### src/gos_store.sv
module gos_store #(
   parameter int DEPTH = 64,
   parameter int WIDTH = 48,
   parameter int AW    = 6
) (
   input  logic             clock,
   input  logic             rd_en,
   input  logic [AW-1:0]    rd_addr,
   output logic [WIDTH-1:0] rd_data,
   input  logic             wr_en,
   input  logic [AW-1:0]    wr_addr,
   input  logic [WIDTH-1:0] wr_data
);

   logic [WIDTH-1:0] mem [DEPTH];
   logic [WIDTH-1:0] rd_data_ff;

   // Write one entry
   always_ff @(posedge clock) begin
      if (wr_en) begin
         mem[wr_addr] <= wr_data;
      end
   end

   // Registered read
   always_ff @(posedge clock) begin
      if (rd_en) begin
         rd_data_ff <= mem[rd_addr];
      end
   end

   assign rd_data = rd_data_ff;

endmodule

### config.mk
export PLATFORM = sky130hd
export DESIGN_NAME = gos_store
export DESIGN_NICKNAME = d
export VERILOG_FILES = /design/src/gos_store.sv
export SDC_FILE = /design/constraint.sdc
export NUM_CORES = 2
export LEC_CHECK = 0
export ABC_AREA = 0
export BUFFER_PORTS_ARGS = -buffer_cell sky130_fd_sc_hd__buf_2
export CAP_MARGIN = 30
export CORE_AREA = 10 10 430 432
export DETAILED_ROUTE_END_ITERATION = 8
export DIE_AREA = 0 0 440 442
export GPL_TIMING_DRIVEN = 0
export PLACE_DENSITY_LB_ADDON = 0.3
export SKIP_CTS_REPAIR_TIMING = 1
export SLEW_MARGIN = 25
export SYNTH_ARGS = -nofsm -noshare
export SYNTH_HDL_FRONTEND = slang
export SYNTH_SLANG_ARGS = --single-unit
### constraint.sdc
create_clock -name clock -period 10.2 [get_ports clock]
set_clock_uncertainty 0.2 [all_clocks]
set_input_delay 1.53 -clock clock [delete_from_list [all_inputs] [get_ports clock]]
set_output_delay 1.53 -clock clock [all_outputs]
set_load 0.01 [all_outputs]
==> impl_summary.md <==
Clocking
The buffer type at the clock tree root is sky130_fd_sc_hd__clkbuf_16. TritonCTS built the clock tree. The number of H-tree levels is 5. For this design, the sink count on the clock tree is 3,120.

The later pin in the worst-skew pair is clocked with a latency of 0.98 ns. The clock transition time at the flip-flop clock pins of the worst setup and hold paths is 0.07 ns. Clock tree synthesis inserted a total of 308 buffers. The clock passes through at most 4 buffers.

Timing
The worst slew margin relative to its limit is -4.663%. The number of pins exceeding their max-slew limit in the final report came to 2. After layout, the minimum clock period comes to 5.404 ns.

Dividing the final minimum period by the clock period gives 52.98%. The final hold violation count was 0. The measured slew at the worst slew-check pin is 1.570 ns. The maximum clock frequency is 0.1851 GHz. Setup violations remaining at the end of the flow were counted as 0. Setup repair after global routing left no endpoint under its margin. Across all hold checks on the routed design, the worst slack comes to 0.8093 ns.

Yosys
The net count after synthesis is 5,033. The synthesized design contains 3,120 register bits. The part of the Yosys area used for sequential elements is 79.67%. Synthesis produced 4,970 cells.

The per-instance average area after synthesis is 23.66 µm². The number of distinct library cells after synthesis is 35. During synthesis, Yosys emitted a total of 0 warnings. The cell taking the most area after synthesis is sky130_fd_sc_hd__edfxtp_1. The share of synthesized area in the top cell type comes to 79.67%. The summed instance area of the synthesized netlist is 0.1176 mm². Sorting the synthesized cells by area gives the leading types as sky130_fd_sc_hd__edfxtp_1, sky130_fd_sc_hd__mux4_2, sky130_fd_sc_hd__o22ai_1.

Global route
The wire length of the first global-routing pass is 541.2 mm. The total overflow left after global routing is 0. The number of antenna violations at the first check in global routing is 24.

Global routing used 40.64% of the available tracks. The via count of the first global-routing pass is 66,540. Entering global routing, the biggest net connects 65 pins.

Cells and area
The number of nets in the finished design is 5,691. Of the cells placed in the final design, the portion with a size suffix greater than 1 is 30.27%. The post-synthesis to final-layout area growth is 15.94%. The summed area of non-filler cells in the final layout is 0.1363 mm².

Power and ir drop
Registers are responsible for 53.1% of the overall power. The switching part of the total is 22.57%. The power density normalized to cell area is 196.9 mW/mm². Summed over all cells, the static leakage comes to 0.04292 µW. Of the total power, combinational logic draws 5.8%. Of the total power, the clock network draws 41.0%. The internal power contribution is 20,790 µW.

The worst-case vdd ir drop is 0.0001998 V. The net switching power figure is 6058 µW.

Critical path
Walking the worst path, the cells encountered are buf_2 -> buf_4 -> buf_4 -> buf_2 -> nand3b_1 -> o221ai_1 -> a21oi_1 -> a21oi_1 -> a221oi_1. The critical path arrival is 5.84 ns. STA classifies the critical path endpoint as a flop. The largest stage delay on the critical path is 0.91 ns. The kind of critical path is in -> reg. The required time reported for the critical path endpoint is 10.63 ns.

The master of the slowest instance on the critical path is sky130_fd_sc_hd__a21oi_1. The cell family contributing the most delay on the critical path is compound AO/OA/AOI/OAI gates. The critical path contains buffers and inverters numbering 4 combined. STA classifies the critical path startpoint as an input port. Of all nets on the critical path, the largest fanout is 12.

Floorplan
The initial utilization of the core area, before any placement, comes to 66.92%. The core area is 0.1757 mm². The die outline width is 440 µm. The die covers 0.1945 mm². The floorplan has 154 rows.

111 I/O pins were placed. The die is 442 µm tall.

Run status
The checks that failed: max-capacitance violations, max-slew violations. The run finished, with violations left.

Drt
The antenna violation net count after detailed routing is 0. In the routed layout, each cell is associated on average with a via count of 8.108. The routed length per instance is 48.40 µm. After detailed routing, the number of remaining DRC violations is 0. The total iterations of the first detailed-routing run is 6.

The detailed router finished its first iteration with 14,686 violations. The vias after detailed routing is 66,370. The final layout contains routed wiring with a total length of 396.2 mm.

Placement
The port buffer count is 102. After detailed placement, the total cell area comes to 0.1269 mm². The congestion estimate from routability-driven global placement came to 0.8785.

The half-perimeter wire length of the detailed placement result is 228.7 mm.

Worst hold path
In this run the worst hold path is classified as reg -> reg.

Run
Across the run, the number of max-cap violations was 1.
==> layout by cell type, fill, tap and decap left out, types with 31 or more instances in the layout <==
| cell type | n |
|---|---|
| sky130_fd_sc_hd__buf_2 | 174 |
| sky130_fd_sc_hd__a221oi_1 | 82 |
| sky130_fd_sc_hd__buf_4 | 104 |
| sky130_fd_sc_hd__mux2i_1 | 63 |
| sky130_fd_sc_hd__a21oi_1 | 71 |
| sky130_fd_sc_hd__buf_16 | 126 |
| sky130_fd_sc_hd__mux4_2 | 754 |
| sky130_fd_sc_hd__a211oi_1 | 31 |
| sky130_fd_sc_hd__clkinv_1 | 73 |
| sky130_fd_sc_hd__clkinv_2 | 40 |
| sky130_fd_sc_hd__buf_12 | 81 |
| sky130_fd_sc_hd__nor2_1 | 69 |
| sky130_fd_sc_hd__nor2_4 | 62 |
| sky130_fd_sc_hd__o22ai_1 | 122 |
| sky130_fd_sc_hd__a22o_1 | 57 |
| sky130_fd_sc_hd__edfxtp_1 | 3120 |
| sky130_fd_sc_hd__clkbuf_1 | 141 |
| sky130_fd_sc_hd__nand2_1 | 55 |
| sky130_fd_sc_hd__clkbuf_16 | 315 |
| sky130_fd_sc_hd__a22oi_1 | 72 |
==> layer usage <==
| metal | part of all wire (%) | global-route usage [%] | wire length (µm) | vias to the layer above |
|---|---|---|---|---|
| li1 | - | - | - | 22852 |
| met1 | 28 | 50.01 | 111200 | 33020 |
| met2 | 45 | 60.63 | 179200 | 8364 |
| met3 | 17 | 13.65 | 65850 | 2118 |
| met4 | 10 | 29.49 | 39780 | 16 |
| met5 | 0.029 | 0.8187 | 114 | - |
==> tightest hold or removal path, delay by kind of cell (launching register included) <==
kind / cells / cell delay, ns
AOI/OAI and AO/OA: 2 / 0.17
DFF: 1 / 0.32
muxes: 1 / 0.23
and+or+nand+nor: 2 / 0.18
==> cell type report <==
class	instances	area, µm²
buffer	282	1519
antenna	16	40.04
sequential	3120	93690
timing repair buffer	348	6078
multi-input combinational	1568	22910
clock buffer	374	8104
tap	2340	2928
fill	7792	39380
clock inverter	138	1076
==> power by group through the flow <==
stage,clock network [µW],logic [µW],registers [µW]
global placement,0,1300,14500
detailed placement,0,1410,14500
finish,11000,1570,14300
global route,11300,1560,14300
CTS,10900,1470,14300
floorplan,0,678,14500
==> flip-flops by register name (all words and copies together) (netlist names) <==
signal   flops
mem       3072
rd_data     48
==> worst paths after layout <==
kind / to / cells past startpoint / start / slack (ns)
worst max-delay path: rd_data[22] / 9 / rd_addr[1] / 4.80
worst min register to register: rd_data[16] / 5 / mem[43][16] / 0.81
worst max register to register: rd_data[1] / 5 / mem[39][1] / 6.82
worst min-delay path: rd_data[16] / 5 / mem[43][16] / 0.81
==> cell usage after synthesis <==
cell                       number
sky130_fd_sc_hd__edfxtp_1    3120
sky130_fd_sc_hd__mux4_2       754
sky130_fd_sc_hd__nor2_1       132
sky130_fd_sc_hd__o22ai_1      122
sky130_fd_sc_hd__buf_2         98
sky130_fd_sc_hd__clkbuf_1      98
sky130_fd_sc_hd__a221oi_1      83
sky130_fd_sc_hd__a21oi_1       74
sky130_fd_sc_hd__a22oi_1       72
sky130_fd_sc_hd__mux2i_1       63
sky130_fd_sc_hd__buf_4         62
sky130_fd_sc_hd__a22o_1        57
sky130_fd_sc_hd__nand2_1       55
sky130_fd_sc_hd__a211oi_1      32
sky130_fd_sc_hd__o221ai_1      28
sky130_fd_sc_hd__nor2b_1       24
sky130_fd_sc_hd__buf_1         12
sky130_fd_sc_hd__mux2_2        12
sky130_fd_sc_hd__a311oi_1      11
sky130_fd_sc_hd__buf_6         11
sky130_fd_sc_hd__nand2b_1      10
sky130_fd_sc_hd__nand3_1        7
sky130_fd_sc_hd__a31o_2         5
sky130_fd_sc_hd__nand3b_1       5
sky130_fd_sc_hd__or3b_2         4
sky130_fd_sc_hd__and2_1         3
sky130_fd_sc_hd__nor3_1         3
sky130_fd_sc_hd__or2_2          3
sky130_fd_sc_hd__or3_1          3
sky130_fd_sc_hd__nand4_1        2
sky130_fd_sc_hd__a311o_1        1
sky130_fd_sc_hd__a31oi_1        1
sky130_fd_sc_hd__and3_1         1
sky130_fd_sc_hd__clkbuf_2       1
sky130_fd_sc_hd__nand4b_1       1
==> cell families after synthesis <==
family | Yosys count | synth area share [%]
DFF | 3120 | 79.67
buffers and inverters | 282 | 1.274
and+or+nand+nor | 253 | 0.9533
muxes | 829 | 15.09
AOI/OAI and AO/OA | 486 | 3.012
==> per-stage QoR <==
| step | utilization (%) | setup WS [ns] | std cells | power (µW) | TNS (ns) |
|---|---|---|---|---|---|
| after global routing | 77.57 | 5.006 | 8176 | 27170 | 0 |
| after floorplan | - | 4.185 | 4970 | 15210 | 0 |
| after CTS | 77.44 | 5.297 | 8158 | 26650 | 0 |
| final | 77.59 | 4.796 | 8186 | 26840 | 0 |
| after detailed placement | 72.22 | 4.519 | 7646 | 15940 | 0 |
| after global placement | 68.88 | -0.1815 | 7412 | 15830 | -14.67 |
No activity file was read; power rests on OpenSTA's default activity.
