==> src/gos_pkg.sv <==
package gos_pkg;

   // Fixed widths of the channel fields
   localparam int PORT_COORD_W = 12;
   localparam int THR_W        = 16;
   localparam int FRAC_BITS    = 15;
   localparam logic [THR_W-1:0] THR_RESET = 16'd16384;

   // Input word: one candidate rectangle
   typedef struct packed {
      logic [PORT_COORD_W-1:0] rect_x;
      logic [PORT_COORD_W-1:0] rect_y;
      logic [PORT_COORD_W-1:0] rect_width;
      logic [PORT_COORD_W-1:0] rect_height;
      logic                    last_in_list;
   } req_word_type;

   // Result word: verdict on the candidate
   typedef struct packed {
      logic                    kept;
      logic [PORT_COORD_W-1:0] out_x;
      logic [PORT_COORD_W-1:0] out_y;
      logic [PORT_COORD_W-1:0] out_width;
      logic [PORT_COORD_W-1:0] out_height;
      logic                    store_overflow;
      logic                    last_out;
   } rsp_word_type;

   // Compare pipeline status back to the sequencer
   typedef struct packed {
      logic busy;
      logic hit;
   } cmp_status_type;

   typedef enum logic [1:0] {
      S_IDLE,
      S_SCAN,
      S_DRAIN,
      S_DONE
   } gos_state_type;

endpackage

==> src/gos_cmp.sv <==
module gos_cmp #(
   parameter int CB = 12
) (
   input  logic                     clock,
   input  logic                     reset,
   input  logic                     issue,
   input  logic [4*CB-1:0]          cand,
   input  logic [4*CB-1:0]          kept_rect,
   input  logic [gos_pkg::THR_W-1:0] threshold,
   output gos_pkg::cmp_status_type  status
);
   import gos_pkg::*;

   localparam int AREA_W = 2 * CB;
   localparam int PROD_W = AREA_W + THR_W;

   logic [CB-1:0] cx, cy, cw, ch, kx, ky, kw, kh;
   logic [CB:0]   cx_end, cy_end, kx_end, ky_end, right, bottom, dx_full, dy_full;
   logic [CB-1:0] left, top;
   logic          dx_ok, dy_ok;

   logic              v0_ff;
   logic [AREA_W-1:0] cand_area_ff;
   logic              a_v_ff, a_ok_ff;
   logic [CB-1:0]     dx_ff, dy_ff;
   logic [AREA_W-1:0] karea_ff;
   logic              b_v_ff, b_ok_ff;
   logic [AREA_W-1:0] inter_b_ff, amin_ff, amin_in;
   logic              c_v_ff, c_ok_ff;
   logic [AREA_W-1:0] inter_c_ff;
   logic [PROD_W-1:0] prod_ff;
   logic              d_v_ff, hit_ff;
   logic [PROD_W-1:0] inter_scaled;

   assign {cx, cy, cw, ch} = cand;
   assign {kx, ky, kw, kh} = kept_rect;

   // Edges without wrap, intersection extents
   always_comb begin
      cx_end  = {1'b0, cx} + {1'b0, cw};
      cy_end  = {1'b0, cy} + {1'b0, ch};
      kx_end  = {1'b0, kx} + {1'b0, kw};
      ky_end  = {1'b0, ky} + {1'b0, kh};
      left    = (cx > kx) ? cx : kx;
      top     = (cy > ky) ? cy : ky;
      right   = (cx_end < kx_end) ? cx_end : kx_end;
      bottom  = (cy_end < ky_end) ? cy_end : ky_end;
      dx_ok   = right > {1'b0, left};
      dy_ok   = bottom > {1'b0, top};
      dx_full = right - {1'b0, left};
      dy_full = bottom - {1'b0, top};
   end

   assign amin_in = (cand_area_ff < karea_ff) ? cand_area_ff : karea_ff;
   assign inter_scaled = {1'b0, inter_c_ff, {FRAC_BITS{1'b0}}};

   // Candidate area, stable while a scan runs
   always_ff @(posedge clock) begin
      cand_area_ff <= {{CB{1'b0}}, cw} * {{CB{1'b0}}, ch};
   end

   // Stage valids
   always_ff @(posedge clock) begin
      if (reset) begin
         v0_ff  <= 1'b0;
         a_v_ff <= 1'b0;
         b_v_ff <= 1'b0;
         c_v_ff <= 1'b0;
         d_v_ff <= 1'b0;
      end else begin
         v0_ff  <= issue;
         a_v_ff <= v0_ff;
         b_v_ff <= a_v_ff;
         c_v_ff <= b_v_ff;
         d_v_ff <= c_v_ff;
      end
   end

   // Stage A: extents and kept area; B: intersection and smaller area;
   // C: threshold product; D: verdict
   always_ff @(posedge clock) begin
      a_ok_ff    <= dx_ok & dy_ok;
      dx_ff      <= dx_full[CB-1:0];
      dy_ff      <= dy_full[CB-1:0];
      karea_ff   <= {{CB{1'b0}}, kw} * {{CB{1'b0}}, kh};
      b_ok_ff    <= a_ok_ff;
      inter_b_ff <= {{CB{1'b0}}, dx_ff} * {{CB{1'b0}}, dy_ff};
      amin_ff    <= amin_in;
      c_ok_ff    <= b_ok_ff & (amin_ff != '0);
      inter_c_ff <= inter_b_ff;
      prod_ff    <= PROD_W'(threshold) * PROD_W'(amin_ff);
      hit_ff     <= c_ok_ff & (inter_scaled > prod_ff);
   end

   assign status.busy = v0_ff | a_v_ff | b_v_ff | c_v_ff | d_v_ff;
   assign status.hit  = d_v_ff & hit_ff;

endmodule

==> config.mk <==
export PLATFORM = sky130hd
export DESIGN_NAME = gos_cmp
export DESIGN_NICKNAME = d
export VERILOG_FILES = /design/src/gos_pkg.sv /design/src/gos_cmp.sv
export SDC_FILE = /design/constraint.sdc
export NUM_CORES = 2
export LEC_CHECK = 0
export ABC_CLOCK_PERIOD_IN_PS = 6100
export BUFFER_PORTS_ARGS = -buffer_cell sky130_fd_sc_hd__buf_4
export CAP_MARGIN = 20
export CORE_MARGIN = 3
export CORE_UTILIZATION = 41
export CTS_CLUSTER_SIZE = 20
export DETAILED_ROUTE_END_ITERATION = 12
export HOLD_SLACK_MARGIN = 0.05
export PLACE_DENSITY = 0.63
export SYNTH_ARGS = -nofsm -noshare
export SYNTH_HDL_FRONTEND = slang
export SYNTH_SLANG_ARGS = --single-unit
==> constraint.sdc <==
create_clock -name clock -period 6.1 [get_ports clock]
set_input_delay 0.61 -clock clock [delete_from_list [all_inputs] [get_ports clock]]
set_output_delay 0.61 -clock clock [all_outputs]
set_load 0.02 [all_outputs]
==> out/metrics.yaml <==
worst_setup_path:
  end_kind: "flop"
  timing.rr.start: "amin_ff[12]"
  crit_top_cell: "fa_1"
  cp.required_ns: 6.50
  ff2ff_setup_slack_ns: 0.20
  cp_slowest_cell: "fa_1"
  r2r-end: "prod_ff[29]"
  cp_top_family: "adder cells"
  path_max_fanout: 13
  path_buf_inv: 5
  r2r_cells: 21
  cp-start-kind: "flop"
  critPathMaxStageDelay_ns: 0.53
  timing.critical_path.arrival_ns: 6.29
  path_class: "reg -> reg"
  crit_chain: "buf_12, and2_1, fa_1, inv_1, fa_1, fa_1, inv_1, fa_1, fa_1, inv_1, fa_1, inv_1, ha_1, a21oi_2, nor3_1, a31oi_1, o31ai_2, o211ai_1, a21boi_1, or4b_1, o2111ai_1"
floorplanning:
  die_h_um: 307
  coreArea_sq_um: 88900
  fp-row-count: 109
  ios: 117
  die_area_sq_um: 94000
  die_x_um: 307
  initial_core_util_pct: 41.7
logic_synthesis:
  synthArstFlopShare_pct: 0
  synth-compound-area-share_pct: 8.00
  synth_cells: 4245
  synth_top_family_by_area: "adder cells"
  synth.ff_latch_count: 193
  syn_nets: 5437
  ys_seq_area_share_pct: 10.4
  synth_fa_ha_area_share_pct: 48.8
  synth_top_area_cell: "fa_1"
  ys_types: 78
  synthFlopType: "dfxtp_1"
  ys_top_cells_by_area: "fa_1 33%, ha_1 16%, dfxtp_1 10%"
  syn_avg_cell_area_sq_um: 8.73
  synth_simple_gate_area_share_pct: 18.4
  yosys_warnings: 0
  synth_area_sq_um: 37000
  synthMostInstantiatedCell: "inv_1"
  synth-xor-area-share_pct: 3.36
  netlist.area_leader.share_pct: 33.1
  synth_mux_area_share_pct: 1.08
  synth_edf_count: 0
  synthTopCellsByCount: "805 x inv_1, 612 x fa_1, 581 x nand2_1"
min_path:
  hold_path_depth: 2
  holdPathEnd: "c_v_ff"
  hp-start: "reset"
  worstHoldPathType: "in -> reg"
cts:
  clk_latency_ns: 0.48
  cts_sinks: 193
  max-clock-path-buffers: 2
  htree_num_levels: 4
  cts.root.buffer_cell: "clkbuf_16"
  cts_tree: "done"
  path_clk_slew_ns: 0.09
  numCtsBuffers: 17
  postCtsSetupBuffers: 0
detailed_routing:
  via_per_inst: 5.14
  ant_nets: 0
  dr.pass1.iters: 5
  wire_per_inst_um: 16.7
  drtIter0Drc: 1289
  vias: 28800
  finalWirelength_um: 93400
  drc: 0
timing:
  finalSetupViolCount: 0
  relSlewSlack_pct: 56.1
  tightest_slew_ns: 0.642
  final-hold-violation-count: 0
  fin_crit_sh_pct: 96.6
  fmax_mhz: 170
  period_needed_ns: 5.90
  drv_slew: 0
  rsz0062_at_grt: "yes"
  setup-tns-final_ns: 0
  skew_ns: 0.0209
  finalWorstSetupSlack_ns: 0.205
finish:
  fin_util_pct: 46.2
  design_area_sq_um: 41100
  drive_above_1_share_pct: 9.29
  nFillCells: 8742
  synthToLayoutAreaGrowth_pct: 10.9
  final_nets: 5602
placed_design:
  place_ws_ns: -0.0467
  placed_cell_area_sq_um: 40400
  dp_hpwl_um: 79900
  routabilityCongestion: 0.923
  io_buffers: 116
global_routing:
  grt_pass1_wl_um: 157000
  grt_pass1_vias: 30400
  gr-usage-all-layers_pct: 20.7
  antenna_found_initial: 4
  grt_max_degree: 36
  grt_overflow: 0
run_status:
  outcome: "complete, no violations"
run:
  cap_violations: 0
==> metal layers <==
metal  up-vias  routed length, um  global-route usage, %
li1      13700                  -                      -
met1     14300              40200                   26.5
met2       646              46300                   36.8
met3       143               4200                   2.67
met4         6               2630                   5.95
met5         -                 38                      0
==> flip-flops by register name, summed over array words and instances, names as in the netlist <==
name          flops
a_ok_ff           1
a_v_ff            1
amin_ff          24
b_ok_ff           1
b_v_ff            1
c_ok_ff           1
c_v_ff            1
cand_area_ff     24
d_v_ff            1
dx_ff            12
dy_ff            12
hit_ff            1
inter_b_ff       24
inter_c_ff       24
karea_ff         24
prod_ff          40
v0_ff             1
==> metrics by stage <==
step           cells  hold WS (ns)
2_1_floorplan   4245         0.310
3_3_place_gp    5556         0.310
3_5_place_dp    5556         0.312
4_1_cts         5588         0.292
5_1_grt         5588         0.311
6_report        5589         0.322
==> cell usage in the layout, fill, tap and decap left out, types with 7 or more instances in the layout <==
master and instances:
o21ai_0 77, mux2i_1 12, and3_1 23, nand2b_1 40, a21o_1 74, nand4_1 25
or3_1 18, o21bai_1 16, fa_1 612, dfxtp_2 9, o211ai_1 11, dfxtp_1 184
and4_1 23, ha_1 465, nand2_1 581, clkbuf_16 17, a21oi_1 124, buf_12 15
nor4_1 13, xor2_1 41, mux2_2 25, a211oi_1 8, or2_2 7, buf_4 294
o221ai_1 23, o21a_1 15, nor3_1 71, nor2_1 132, nand3_1 60, and2_1 328
a31oi_1 11, inv_1 805, xnor2_1 101, nor2b_1 33
==> worst max path at each step <==
stage | from | depth (start not counted) | end
detailed placement | threshold[1] | 22 | prod_ff[29]
global placement | threshold[1] | 24 | prod_ff[39]
finish | amin_ff[12] | 21 | prod_ff[29]
floorplan | threshold[1] | 22 | prod_ff[29]
CTS | amin_ff[15] | 19 | prod_ff[29]
global route | amin_ff[13] | 22 | prod_ff[29]
==> kinds of logic (layout without fill, tap and decap cells) <==
kind of cell	count (synthesis)	count (layout)
AOI/OAI and AO/OA	444	444
xor gates and xnor gates	142	142
adders and majority gates	1077	1077
buffers and inverters	969	1147
DFF	193	193
muxes	37	37
other	0	1
and+or+nand+nor	1383	1383
==> cell type report <==
class                   instances  area (sq um)  area share, %
multi-input cells            3083         29500           71.9
flip-flops and latches        193          3870           9.44
inverters                     805          3020           7.36
repair buffers                310          2520           6.13
well taps                    1165          1460           3.55
clock buffers                  17           425           1.04
clock inverters                15           224          0.545
diodes                          1          2.50        0.00609
==> what timing repair did <==
action	CTS	global route
hold buffers	0	0
gates resized for setup	0	19
endpoints found under the setup margin	0	17
Power is not shown: default switching activity piles up to over one toggle a cycle in this logic, so the estimate is an artifact.
