<file path="src/gos_pkg.sv">
package gos_pkg;

   // Fixed widths of the channel fields
   localparam int PORT_COORD_W = 12;
   localparam int THR_W        = 16;
   localparam int FRAC_BITS    = 15;
   localparam logic [THR_W-1:0] THR_RESET = 16'd16384;

   // Input word: one candidate rectangle
   typedef struct packed {
      logic [PORT_COORD_W-1:0] rect_x;
      logic [PORT_COORD_W-1:0] rect_y;
      logic [PORT_COORD_W-1:0] rect_width;
      logic [PORT_COORD_W-1:0] rect_height;
      logic                    last_in_list;
   } req_word_type;

   // Result word: verdict on the candidate
   typedef struct packed {
      logic                    kept;
      logic [PORT_COORD_W-1:0] out_x;
      logic [PORT_COORD_W-1:0] out_y;
      logic [PORT_COORD_W-1:0] out_width;
      logic [PORT_COORD_W-1:0] out_height;
      logic                    store_overflow;
      logic                    last_out;
   } rsp_word_type;

   // Compare pipeline status back to the sequencer
   typedef struct packed {
      logic busy;
      logic hit;
   } cmp_status_type;

   typedef enum logic [1:0] {
      S_IDLE,
      S_SCAN,
      S_DRAIN,
      S_DONE
   } gos_state_type;

endpackage

</file>
<file path="src/gos_if.sv">
interface gos_req_if;
   import gos_pkg::*;

   logic         valid;
   logic         ready;
   req_word_type data;

   modport source (output valid, output data, input ready);
   modport sink   (input valid, input data, output ready);
endinterface

interface gos_rsp_if;
   import gos_pkg::*;

   logic         valid;
   logic         ready;
   rsp_word_type data;

   modport source (output valid, output data, input ready);
   modport sink   (input valid, input data, output ready);
endinterface

</file>
<file path="src/gos_ctrl.sv">
module gos_ctrl #(
   parameter int MAX_KEPT = 64,
   parameter int CB       = 12,
   parameter int AW       = 6,
   parameter int CW       = 7
) (
   input  logic                    clock,
   input  logic                    reset,
   gos_req_if.sink                 req,
   gos_rsp_if.source               rsp,
   output logic                    rd_en,
   output logic [AW-1:0]           rd_addr,
   output logic                    wr_en,
   output logic [AW-1:0]           wr_addr,
   output logic [4*CB-1:0]         cand,
   input  gos_pkg::cmp_status_type status
);
   import gos_pkg::*;

   localparam int XW = CB + PORT_COORD_W;

   gos_state_type state_ff, state_in;
   logic [CW-1:0] count_ff, count_in, idx_ff, idx_in, idx_next;
   logic [4*CB-1:0] cand_ff, cand_in;
   logic          last_ff, last_in, hit_seen_ff, hit_seen_in;
   logic          rsp_valid_ff, rsp_valid_in, load_rsp, keep, has_room;
   rsp_word_type  rsp_data_ff, rsp_data_in;
   logic [XW-1:0] ext_x, ext_y, ext_w, ext_h, out_x_ext, out_y_ext, out_w_ext, out_h_ext;
   logic [CB-1:0] cx, cy, cw, ch;

   // Fit port coordinates to the internal width and back
   assign ext_x = XW'(req.data.rect_x);
   assign ext_y = XW'(req.data.rect_y);
   assign ext_w = XW'(req.data.rect_width);
   assign ext_h = XW'(req.data.rect_height);
   assign {cx, cy, cw, ch} = cand_ff;
   assign out_x_ext = XW'(cx);
   assign out_y_ext = XW'(cy);
   assign out_w_ext = XW'(cw);
   assign out_h_ext = XW'(ch);

   assign idx_next = CW'(idx_ff + CW'(1));
   assign has_room = count_ff < CW'(MAX_KEPT);
   assign keep     = !hit_seen_ff;
   assign load_rsp = (state_ff == S_DONE) && (!rsp_valid_ff || rsp.ready);

   // Next state
   always_comb begin
      state_in = state_ff;
      case (state_ff)
         S_IDLE: begin
            if (req.valid) begin
               state_in = (count_ff != '0) ? S_SCAN : S_DRAIN;
            end
         end
         S_SCAN: begin
            if (idx_next == count_ff) begin
               state_in = S_DRAIN;
            end
         end
         S_DRAIN: begin
            if (!status.busy) begin
               state_in = S_DONE;
            end
         end
         S_DONE: begin
            if (load_rsp) begin
               state_in = S_IDLE;
            end
         end
         default: state_in = S_IDLE;
      endcase
   end

   // Outputs and datapath next values
   always_comb begin
      req.ready    = 1'b0;
      rd_en        = 1'b0;
      wr_en        = 1'b0;
      cand_in      = cand_ff;
      last_in      = last_ff;
      idx_in       = idx_ff;
      hit_seen_in  = hit_seen_ff | status.hit;
      count_in     = count_ff;
      rsp_data_in  = rsp_data_ff;
      rsp_valid_in = rsp_valid_ff & !rsp.ready;
      case (state_ff)
         S_IDLE: begin
            req.ready   = 1'b1;
            cand_in     = {ext_x[CB-1:0], ext_y[CB-1:0], ext_w[CB-1:0], ext_h[CB-1:0]};
            last_in     = req.data.last_in_list;
            idx_in      = '0;
            hit_seen_in = 1'b0;
         end
         S_SCAN: begin
            rd_en  = 1'b1;
            idx_in = idx_next;
         end
         S_DRAIN: begin
         end
         S_DONE: begin
            if (load_rsp) begin
               wr_en                      = keep & has_room;
               rsp_valid_in               = 1'b1;
               rsp_data_in.kept           = keep;
               rsp_data_in.out_x          = out_x_ext[PORT_COORD_W-1:0];
               rsp_data_in.out_y          = out_y_ext[PORT_COORD_W-1:0];
               rsp_data_in.out_width      = out_w_ext[PORT_COORD_W-1:0];
               rsp_data_in.out_height     = out_h_ext[PORT_COORD_W-1:0];
               rsp_data_in.store_overflow = keep & !has_room;
               rsp_data_in.last_out       = last_ff;
               if (last_ff) begin
                  count_in = '0;
               end else if (keep & has_room) begin
                  count_in = CW'(count_ff + CW'(1));
               end
            end
         end
         default: begin
         end
      endcase
   end

   // Control registers
   always_ff @(posedge clock) begin
      if (reset) begin
         state_ff     <= S_IDLE;
         count_ff     <= '0;
         rsp_valid_ff <= 1'b0;
      end else begin
         state_ff     <= state_in;
         count_ff     <= count_in;
         rsp_valid_ff <= rsp_valid_in;
      end
   end

   // Payload registers
   always_ff @(posedge clock) begin
      cand_ff     <= cand_in;
      last_ff     <= last_in;
      idx_ff      <= idx_in;
      hit_seen_ff <= hit_seen_in;
      rsp_data_ff <= rsp_data_in;
   end

   assign rd_addr   = idx_ff[AW-1:0];
   assign wr_addr   = count_ff[AW-1:0];
   assign cand      = cand_ff;
   assign rsp.valid = rsp_valid_ff;
   assign rsp.data  = rsp_data_ff;

   a_count_bound: assert property (@(posedge clock) disable iff (reset)
      count_ff <= CW'(MAX_KEPT))
      else $error("kept count beyond store depth");

   a_read_below_count: assert property (@(posedge clock) disable iff (reset)
      rd_en |-> idx_ff < count_ff)
      else $error("store read beyond kept count");

   a_write_room: assert property (@(posedge clock) disable iff (reset)
      wr_en |-> has_room && !hit_seen_ff)
      else $error("store write without room or after a hit");

   a_overflow_kept: assert property (@(posedge clock) disable iff (reset)
      rsp_valid_ff |-> !(rsp_data_ff.store_overflow && !rsp_data_ff.kept))
      else $error("overflow flagged on a dropped rectangle");

   a_no_scan_while_busy_done: assert property (@(posedge clock) disable iff (reset)
      state_ff == S_DONE |-> !status.busy)
      else $error("verdict taken while compares still in flight");

endmodule
</file>
<file path="src/flat_wrapper.sv">
// flat-port wrapper written by rule: the top's interface ports become plain ports
module gos_ctrl_flat import gos_pkg::*;
#(
   parameter int MAX_KEPT = 64,
   parameter int CB       = 12,
   parameter int AW       = 6,
   parameter int CW       = 7
)
  (clock, reset, rd_en, rd_addr, wr_en, wr_addr, cand, status, req_valid, req_data, req_ready, rsp_valid, rsp_data, rsp_ready);
  gos_req_if req_i ();
  gos_rsp_if rsp_i ();
  input  logic clock;
  input  logic reset;
  output logic rd_en;
  output logic [AW-1:0] rd_addr;
  output logic wr_en;
  output logic [AW-1:0] wr_addr;
  output logic [4*CB-1:0] cand;
  input  gos_pkg::cmp_status_type status;
  input wire logic [$bits(req_i.valid)-1:0] req_valid;
  input wire logic [$bits(req_i.data)-1:0] req_data;
  output wire logic [$bits(req_i.ready)-1:0] req_ready;
  output wire logic [$bits(rsp_i.valid)-1:0] rsp_valid;
  output wire logic [$bits(rsp_i.data)-1:0] rsp_data;
  input wire logic [$bits(rsp_i.ready)-1:0] rsp_ready;
  assign req_i.valid = req_valid;
  assign req_i.data = req_data;
  assign req_ready = req_i.ready;
  assign rsp_valid = rsp_i.valid;
  assign rsp_data = rsp_i.data;
  assign rsp_i.ready = rsp_ready;
  gos_ctrl #(.MAX_KEPT(MAX_KEPT), .CB(CB), .AW(AW), .CW(CW)) u_core (.clock(clock), .reset(reset), .req(req_i), .rsp(rsp_i), .rd_en(rd_en), .rd_addr(rd_addr), .wr_en(wr_en), .wr_addr(wr_addr), .cand(cand), .status(status));
endmodule
</file>
<file path="config.mk">
export PLATFORM = sky130hd
export DESIGN_NAME = gos_ctrl_flat
export DESIGN_NICKNAME = d
export VERILOG_FILES = /design/src/gos_pkg.sv /design/src/gos_if.sv /design/src/gos_ctrl.sv /design/src/flat_wrapper.sv
export SDC_FILE = /design/constraint.sdc
export NUM_CORES = 1
export LEC_CHECK = 0
export ABC_AREA = 1
export ABC_CLOCK_PERIOD_IN_PS = 6300
export BUFFER_PORTS_ARGS = -buffer_cell sky130_fd_sc_hd__clkbuf_2
export CELL_PAD_IN_SITES_DETAIL_PLACEMENT = 1
export CELL_PAD_IN_SITES_GLOBAL_PLACEMENT = 1
export CORE_ASPECT_RATIO = 0.7
export CORE_UTILIZATION = 40
export CTS_CLUSTER_SIZE = 16
export DETAILED_ROUTE_END_ITERATION = 8
export HOLD_SLACK_MARGIN = 0.15
export PLACE_DENSITY = 0.84
export SYNTH_ARGS = -nofsm -noshare
export SYNTH_HDL_FRONTEND = slang
export SYNTH_SLANG_ARGS = --single-unit
</file>
<file path="constraint.sdc">
create_clock -name clock -period 6.3 [get_ports clock]
set_input_delay 1.26 -clock clock [delete_from_list [all_inputs] [get_ports clock]]
set_output_delay 1.26 -clock clock [all_outputs]
set_load 0.02 [all_outputs]
</file>
==> results of run 1 <==
synthesized netlist by cell type:
cell type / n
a211oi_1: 1
a21oi_1: 12
a21oi_2: 1
a31oi_1: 2
buf_4: 12
dfxtp_1: 11
edfxtp_1: 107
ha_1: 7
inv_1: 28
inv_2: 1
nand2_1: 39
nand2_2: 3
nand3_1: 18
nand3_2: 1
nand4_1: 1
nor2_1: 16
nor2_2: 1
nor2_4: 1
nor3_1: 2
o21ai_0: 2
o22ai_1: 1
or2_2: 1
xnor2_1: 1
xor2_1: 2
sequential cells by signal, indices dropped and copies added, names as in the netlist:
name and cells:
u_core.cand 48, u_core.rsp.data 51, u_core.hit_seen_ff 1, u_core.idx_ff 7
u_core.state_ff 2, u_core.rsp.valid 1, u_core.last_ff 1, u_core.count_ff 7
metrics by stage:
step | cell area [sq um] | util, % | worst slack (ns)
2_1_floorplan | 4217 | - | 3.228
3_3_place_gp | 5142 | 51.70 | 3.134
3_5_place_dp | 5142 | 51.70 | 3.046
4_1_cts | 5768 | 57.99 | 3.038
5_1_grt | 5768 | 57.99 | 2.948
6_report | 5768 | 57.99 | 3.041
metal layers:
metal  vias to the layer above  track usage, %  share of wire [%]
met1                      1333           23.95                 41
met5                         -               0                  0
met4                         0           8.434               0.88
met3                         8           7.697                7.7
met2                       116           32.55                 50
li1                       1299               -                  -
layout by cell type, fill, tap and decap left out, drive strengths merged:
cell type,netlist,routed
clkinvlp,0,3
buf,12,1
ha,7,7
a211oi,1,1
xor2,2,2
a31oi,2,2
a21oi,13,13
or2,1,1
inv,29,33
edfxtp,107,107
nand4,1,1
o22ai,1,1
clkbuf,0,186
nand2,42,42
dfxtp,11,11
xnor2,1,1
bufinv,0,4
o21ai,2,2
nand3,19,19
nor2,18,18
nor3,2,2
clkinv,0,4
final timing paths:
check	endpoint	slack, ns	depth (start not counted)
setup reg to reg	u_core.state_ff[0]	4.09	9
hold reg to reg	u_core.rsp.data[44]	0.45	0
hold / removal	u_core.rsp.data[44]	0.45	0
setup / recovery	wr_en	3.04	6
power groups by stage:
stage	logic (mW)	clock network, mW	registers (mW)
2_1_floorplan	0.301	0	1.42
3_3_place_gp	0.709	0	1.25
3_5_place_dp	0.736	0	1.27
4_1_cts	0.737	1.03	1.26
5_1_grt	0.784	1.07	1.28
6_report	0.724	1.01	1.25
area by class of cell:
type                            instances  share of cell area (%)
Clock buffer                           17                   7.375
Clock inverter                         15                   3.471
Inverter                               29                   1.887
Multi-Input combinational cell        112                   10.17
Sequential cell                       118                   59.52
Tap cell                              128                   2.777
Timing Repair Buffer                  170                   14.79
logic make-up after synthesis:
kind of cell	count (synthesis)	share of synthesized area, %
DFF	118	81.42
buffers and inverters	41	4.718
adders and majority gates	7	2.077
AOI/OAI and AO/OA	19	2.493
and+or+nand+nor	83	8.665
xor gates and xnor gates	3	0.6233
==> flow_metrics.tcl, run 1 <==
set metrics [dict create \
    status "completed" \
    swShare_pct 33.35 \
    cts_sinks 118 \
    path_cells "clkbuf_2 > inv_1 > nand2_1 > nand2_1 > nor2_1 > clkbuf_2" \
    first_pass_iters 4 \
    via_per_inst 4.679 \
    grt_pass1_vias 2852 \
    layout-drive-gt1-share_pct 45.99 \
    gr-total-overflow 0 \
    grt_pass1_wl_um 15810 \
    min_path_type "reg2reg" \
    hold_viol_final 0 \
    combPwrFrac_pct 24.2 \
    holdWs_ns 0.4483 \
    vias 2756 \
    h-tree-depth 4 \
    drt-initial-drc-count 143 \
    clk_root_buffer_cell "clkbuf_16" \
    dieArea_sq_um 10960 \
    cts_tree "built" \
    wl_um 10610 \
    synthTopCellsByArea "edfxtp_1 (76%), dfxtp_1 (5.2%), nand2_1 (3.5%)" \
    die_h_um 87.90 \
    fmax_ghz 0.3069 \
    globalplace.congestion 0.7906 \
    netlist_area_sq_um 4217 \
    grt_usage_pct 19.90 \
    leakage_nw 2.489 \
    ios 170 \
    finalSetupViolations 0 \
    hp-start "u_core.cand[42]" \
    r2r-start "u_core.state_ff[0]" \
    yosysTopAreaCellShare_pct 76.20 \
    clk_latency_ns 0.40 \
    clock_skew_ns 0.005520 \
    tightest_slew_ns 1.128 \
    crit_path_start_kind "primary input" \
    ant_nets 0 \
    final_cells 589 \
    synth_top_cell_by_area "edfxtp_1" \
    yosysUniqueCellTypes 24 \
    vdd_drop_max_v 0.0004853 \
    fin_crit_ns 3.259 \
    worst_setup_path_end_kind "primary output" \
    cp.required_ns 5.04 \
    power.share.sequential_pct 41.9 \
    design_power_total_mw 2.992 \
    slowest_stage "clkbuf_2" \
    rsz0062_at_grt "no" \
    setup_tns_ns 0 \
    slew_viol_final 0 \
    relSlewSlack_pct 24.80 \
    clockPowerShare_pct 33.9 \
    layout.nets 510 \
    clk_pin_slew_ns 0.06 \
    seq_area_sq_um 3433 \
    synth.avg_cell_area_sq_um 15.56 \
    synth-seq-cells 118 \
    drc_errors 0 \
    n_fill_cell 1024 \
    postCtsResizedCells 0 \
    maxCapViolCount 0 \
    period_share_pct 51.73 \
    path_delay_family "simple AND/OR/NAND/NOR gates" \
    crit_fanout 3 \
    ys_seq_area_share_pct 81.42 \
    die_w_um 124.7 \
    max_stage_delay_ns 0.21 \
    diodes 0 \
    crit_buf_inv 3 \
    dpl.hpwl_um 7934 \
    port_buffers 169 \
    path_class "in2out" \
    post-cts-setup-buffer-count 0 \
    initial_core_util_pct 42.39 \
    dp_cells 557 \
    holdBufCountCts 0 \
    ctsLongestPathBuffers 2 \
    grt_max_degree 54 \
    cts_buffers 17 \
    yosysWarningCount 0 \
    synthCells 271 \
    routedWlPerCell_um 18.02 \
    powerDensity_nw_per_um2 518.8 \
    arrival_ns 2.00 \
    power_switching_mw 0.9979 \
    area_growth_pct 36.80 \
    multi_input_area_sq_um 586.8 \
    p_int_mw 1.994 \
    num_rows 30 \
    syn_nets 333 \
    fp.coreArea_sq_um 9947 \
    antenna_found_initial 0 \
    worstSetupStartpoint "rsp_ready" \
]
(Power assumes the default switching activity.)
==> run 2: changes to the inputs <==
ABC_CLOCK_PERIOD_IN_PS = 3370   (was 6300)
CORE_UTILIZATION = 38   (was 40)
PLACE_DENSITY = 0.8   (was 0.84)
clock period = 3.37 ns   (was 6.3 ns; I/O delays follow)
==> run 2 against run 1 <==
- sequential cell count is the same
- largest power group unchanged
- count of clock-buffer cells in the layout is the same
- first-iteration DRC count grew 4.2%
- largest cell class unchanged
- wire length grew 2.1%
==> flow_metrics.tcl, run 2 (same netlist as run 1, synthesis figures left out) <==
set metrics [dict create \
    powerDensity_nw_per_um2 966.1 \
    vias 2795 \
    ios 170 \
    antenna_found_initial 0 \
    layout-drive-gt1-share_pct 46.10 \
    place_area_sq_um 5187 \
    tightest_slew_ns 0.7026 \
    post-cts-setup-buffer-count 0 \
    routedWlPerCell_um 17.75 \
    arrival_ns 1.79 \
    wl_um 10830 \
    dp_cells 578 \
    clk_pin_slew_ns 0.06 \
    dpl.hpwl_um 8131 \
    slew_viol_final 0 \
    design_power_total_mw 5.617 \
    grt_pass1_vias 2977 \
    area_growth_pct 37.89 \
    vdd_drop_max_v 0.0005053 \
    setup_tns_ns 0 \
    port_buffers 169 \
    period_share_pct 73.16 \
    num_rows 31 \
    worstSetupStartpoint "u_core.state_ff[1]" \
    diodes 0 \
    leakage_nw 2.501 \
    rsz0062_at_grt "no" \
    fin_crit_ns 2.466 \
    grt_max_degree 31 \
    globalplace.congestion 0.7607 \
    path_cells "inv_1 > ha_2 > clkbuf_2" \
    grt_usage_pct 19.79 \
    layout.nets 511 \
    finalSetupViolations 0 \
    final_area_sq_um 5814 \
    worst_setup_path_end_kind "primary output" \
    h-tree-depth 4 \
    path_class "reg2out" \
    cp.required_ns 2.70 \
    layout_commonest_cell "clkbuf_2" \
    max_stage_delay_ns 0.65 \
    cts_tree "built" \
    r2r-start "u_core.state_ff[1]" \
    fp.coreArea_sq_um 10550 \
    relSlewSlack_pct 53.16 \
    hold_viol_final 0 \
    clock_skew_ns 0.008466 \
    slowest_stage "ha_2" \
    maxCapViolCount 0 \
    largest_register_ffs 51 \
    status "completed" \
    min_path_type "in2reg" \
    holdWs_ns 0.4460 \
    mostFrequentLayoutCells "clkbuf_2 (169), edfxtp_1 (107), nand2_1 (39), inv_1 (27), nand3_1 (18)" \
    crit_path_start_kind "register" \
    via_per_inst 4.582 \
    cts_sinks 118 \
    final_cells 610 \
    crit_fanout 28 \
    ant_nets 0 \
    postCtsResizedCells 0 \
    dieArea_sq_um 11530 \
    initial_core_util_pct 39.97 \
    hp-start "req_data[26]" \
    grt_pass1_wl_um 16620 \
    ctsLongestPathBuffers 2 \
    drt-initial-drc-count 149 \
    clk_root_buffer_cell "clkbuf_16" \
    first_pass_iters 4 \
    cts_buffers 17 \
    holdBufCountCts 0 \
    gr-total-overflow 0 \
    die_h_um 90.13 \
    fmax_ghz 0.4056 \
    clk_latency_ns 0.40 \
    die_w_um 127.9 \
    drc_errors 0 \
]
run 2: cell count changes in the layout (fill, tap and decap cells not counted), sizes merged:
cell      change
clkinvlp      -1
inv           -1
clkinv        +2
buf           +1
run 2: metal layers:
layer  part of all wire (%)  GRT usage [%]  routed length [um]
met1                     41          23.52                4483
met2                     51          33.42                5536
met3                    6.0          5.833                 645
met4                    1.5          8.333                 164
met5                      0              0                   0
run 2: worst paths after layout:
kind              depth (start not counted)  slack (ns)                   to
setup / recovery                          3        0.90            req_ready
hold reg to reg                           0        0.45  u_core.rsp.data[47]
hold / removal                            1        0.45      u_core.cand[25]
setup reg to reg                          8        1.31   u_core.state_ff[0]
run 2: area by class of cell:
type	count	area [sq um]
inverters	29	108.9
repair buffers	171	873.3
flip-flops and latches	118	3433
clock buffers	17	425.4
multi-input cells	112	586.8
clock inverters	15	201.4
well taps	148	185.2
fillers	1120	4736
run 2: critical path, delay by kind of cell (launching register included):
family	cells	cell delay, ns
fa+ha+maj	1	0.65
buf+inv	2	0.39
flops	1	0.34
run 2: where the power goes:
part           switching, mW  internal (mW)
clock network          0.661           1.24
logic                   1.01          0.364
registers              0.206           2.13
run 2: per-stage QoR:
stage                     util [%]  worst slack (ns)
final                        55.11            0.9045
after global routing         55.11            0.7877
after CTS                    55.11            0.8593
after detailed placement     49.17             1.296
after global placement       49.17             1.368
after floorplan                  -            0.7433
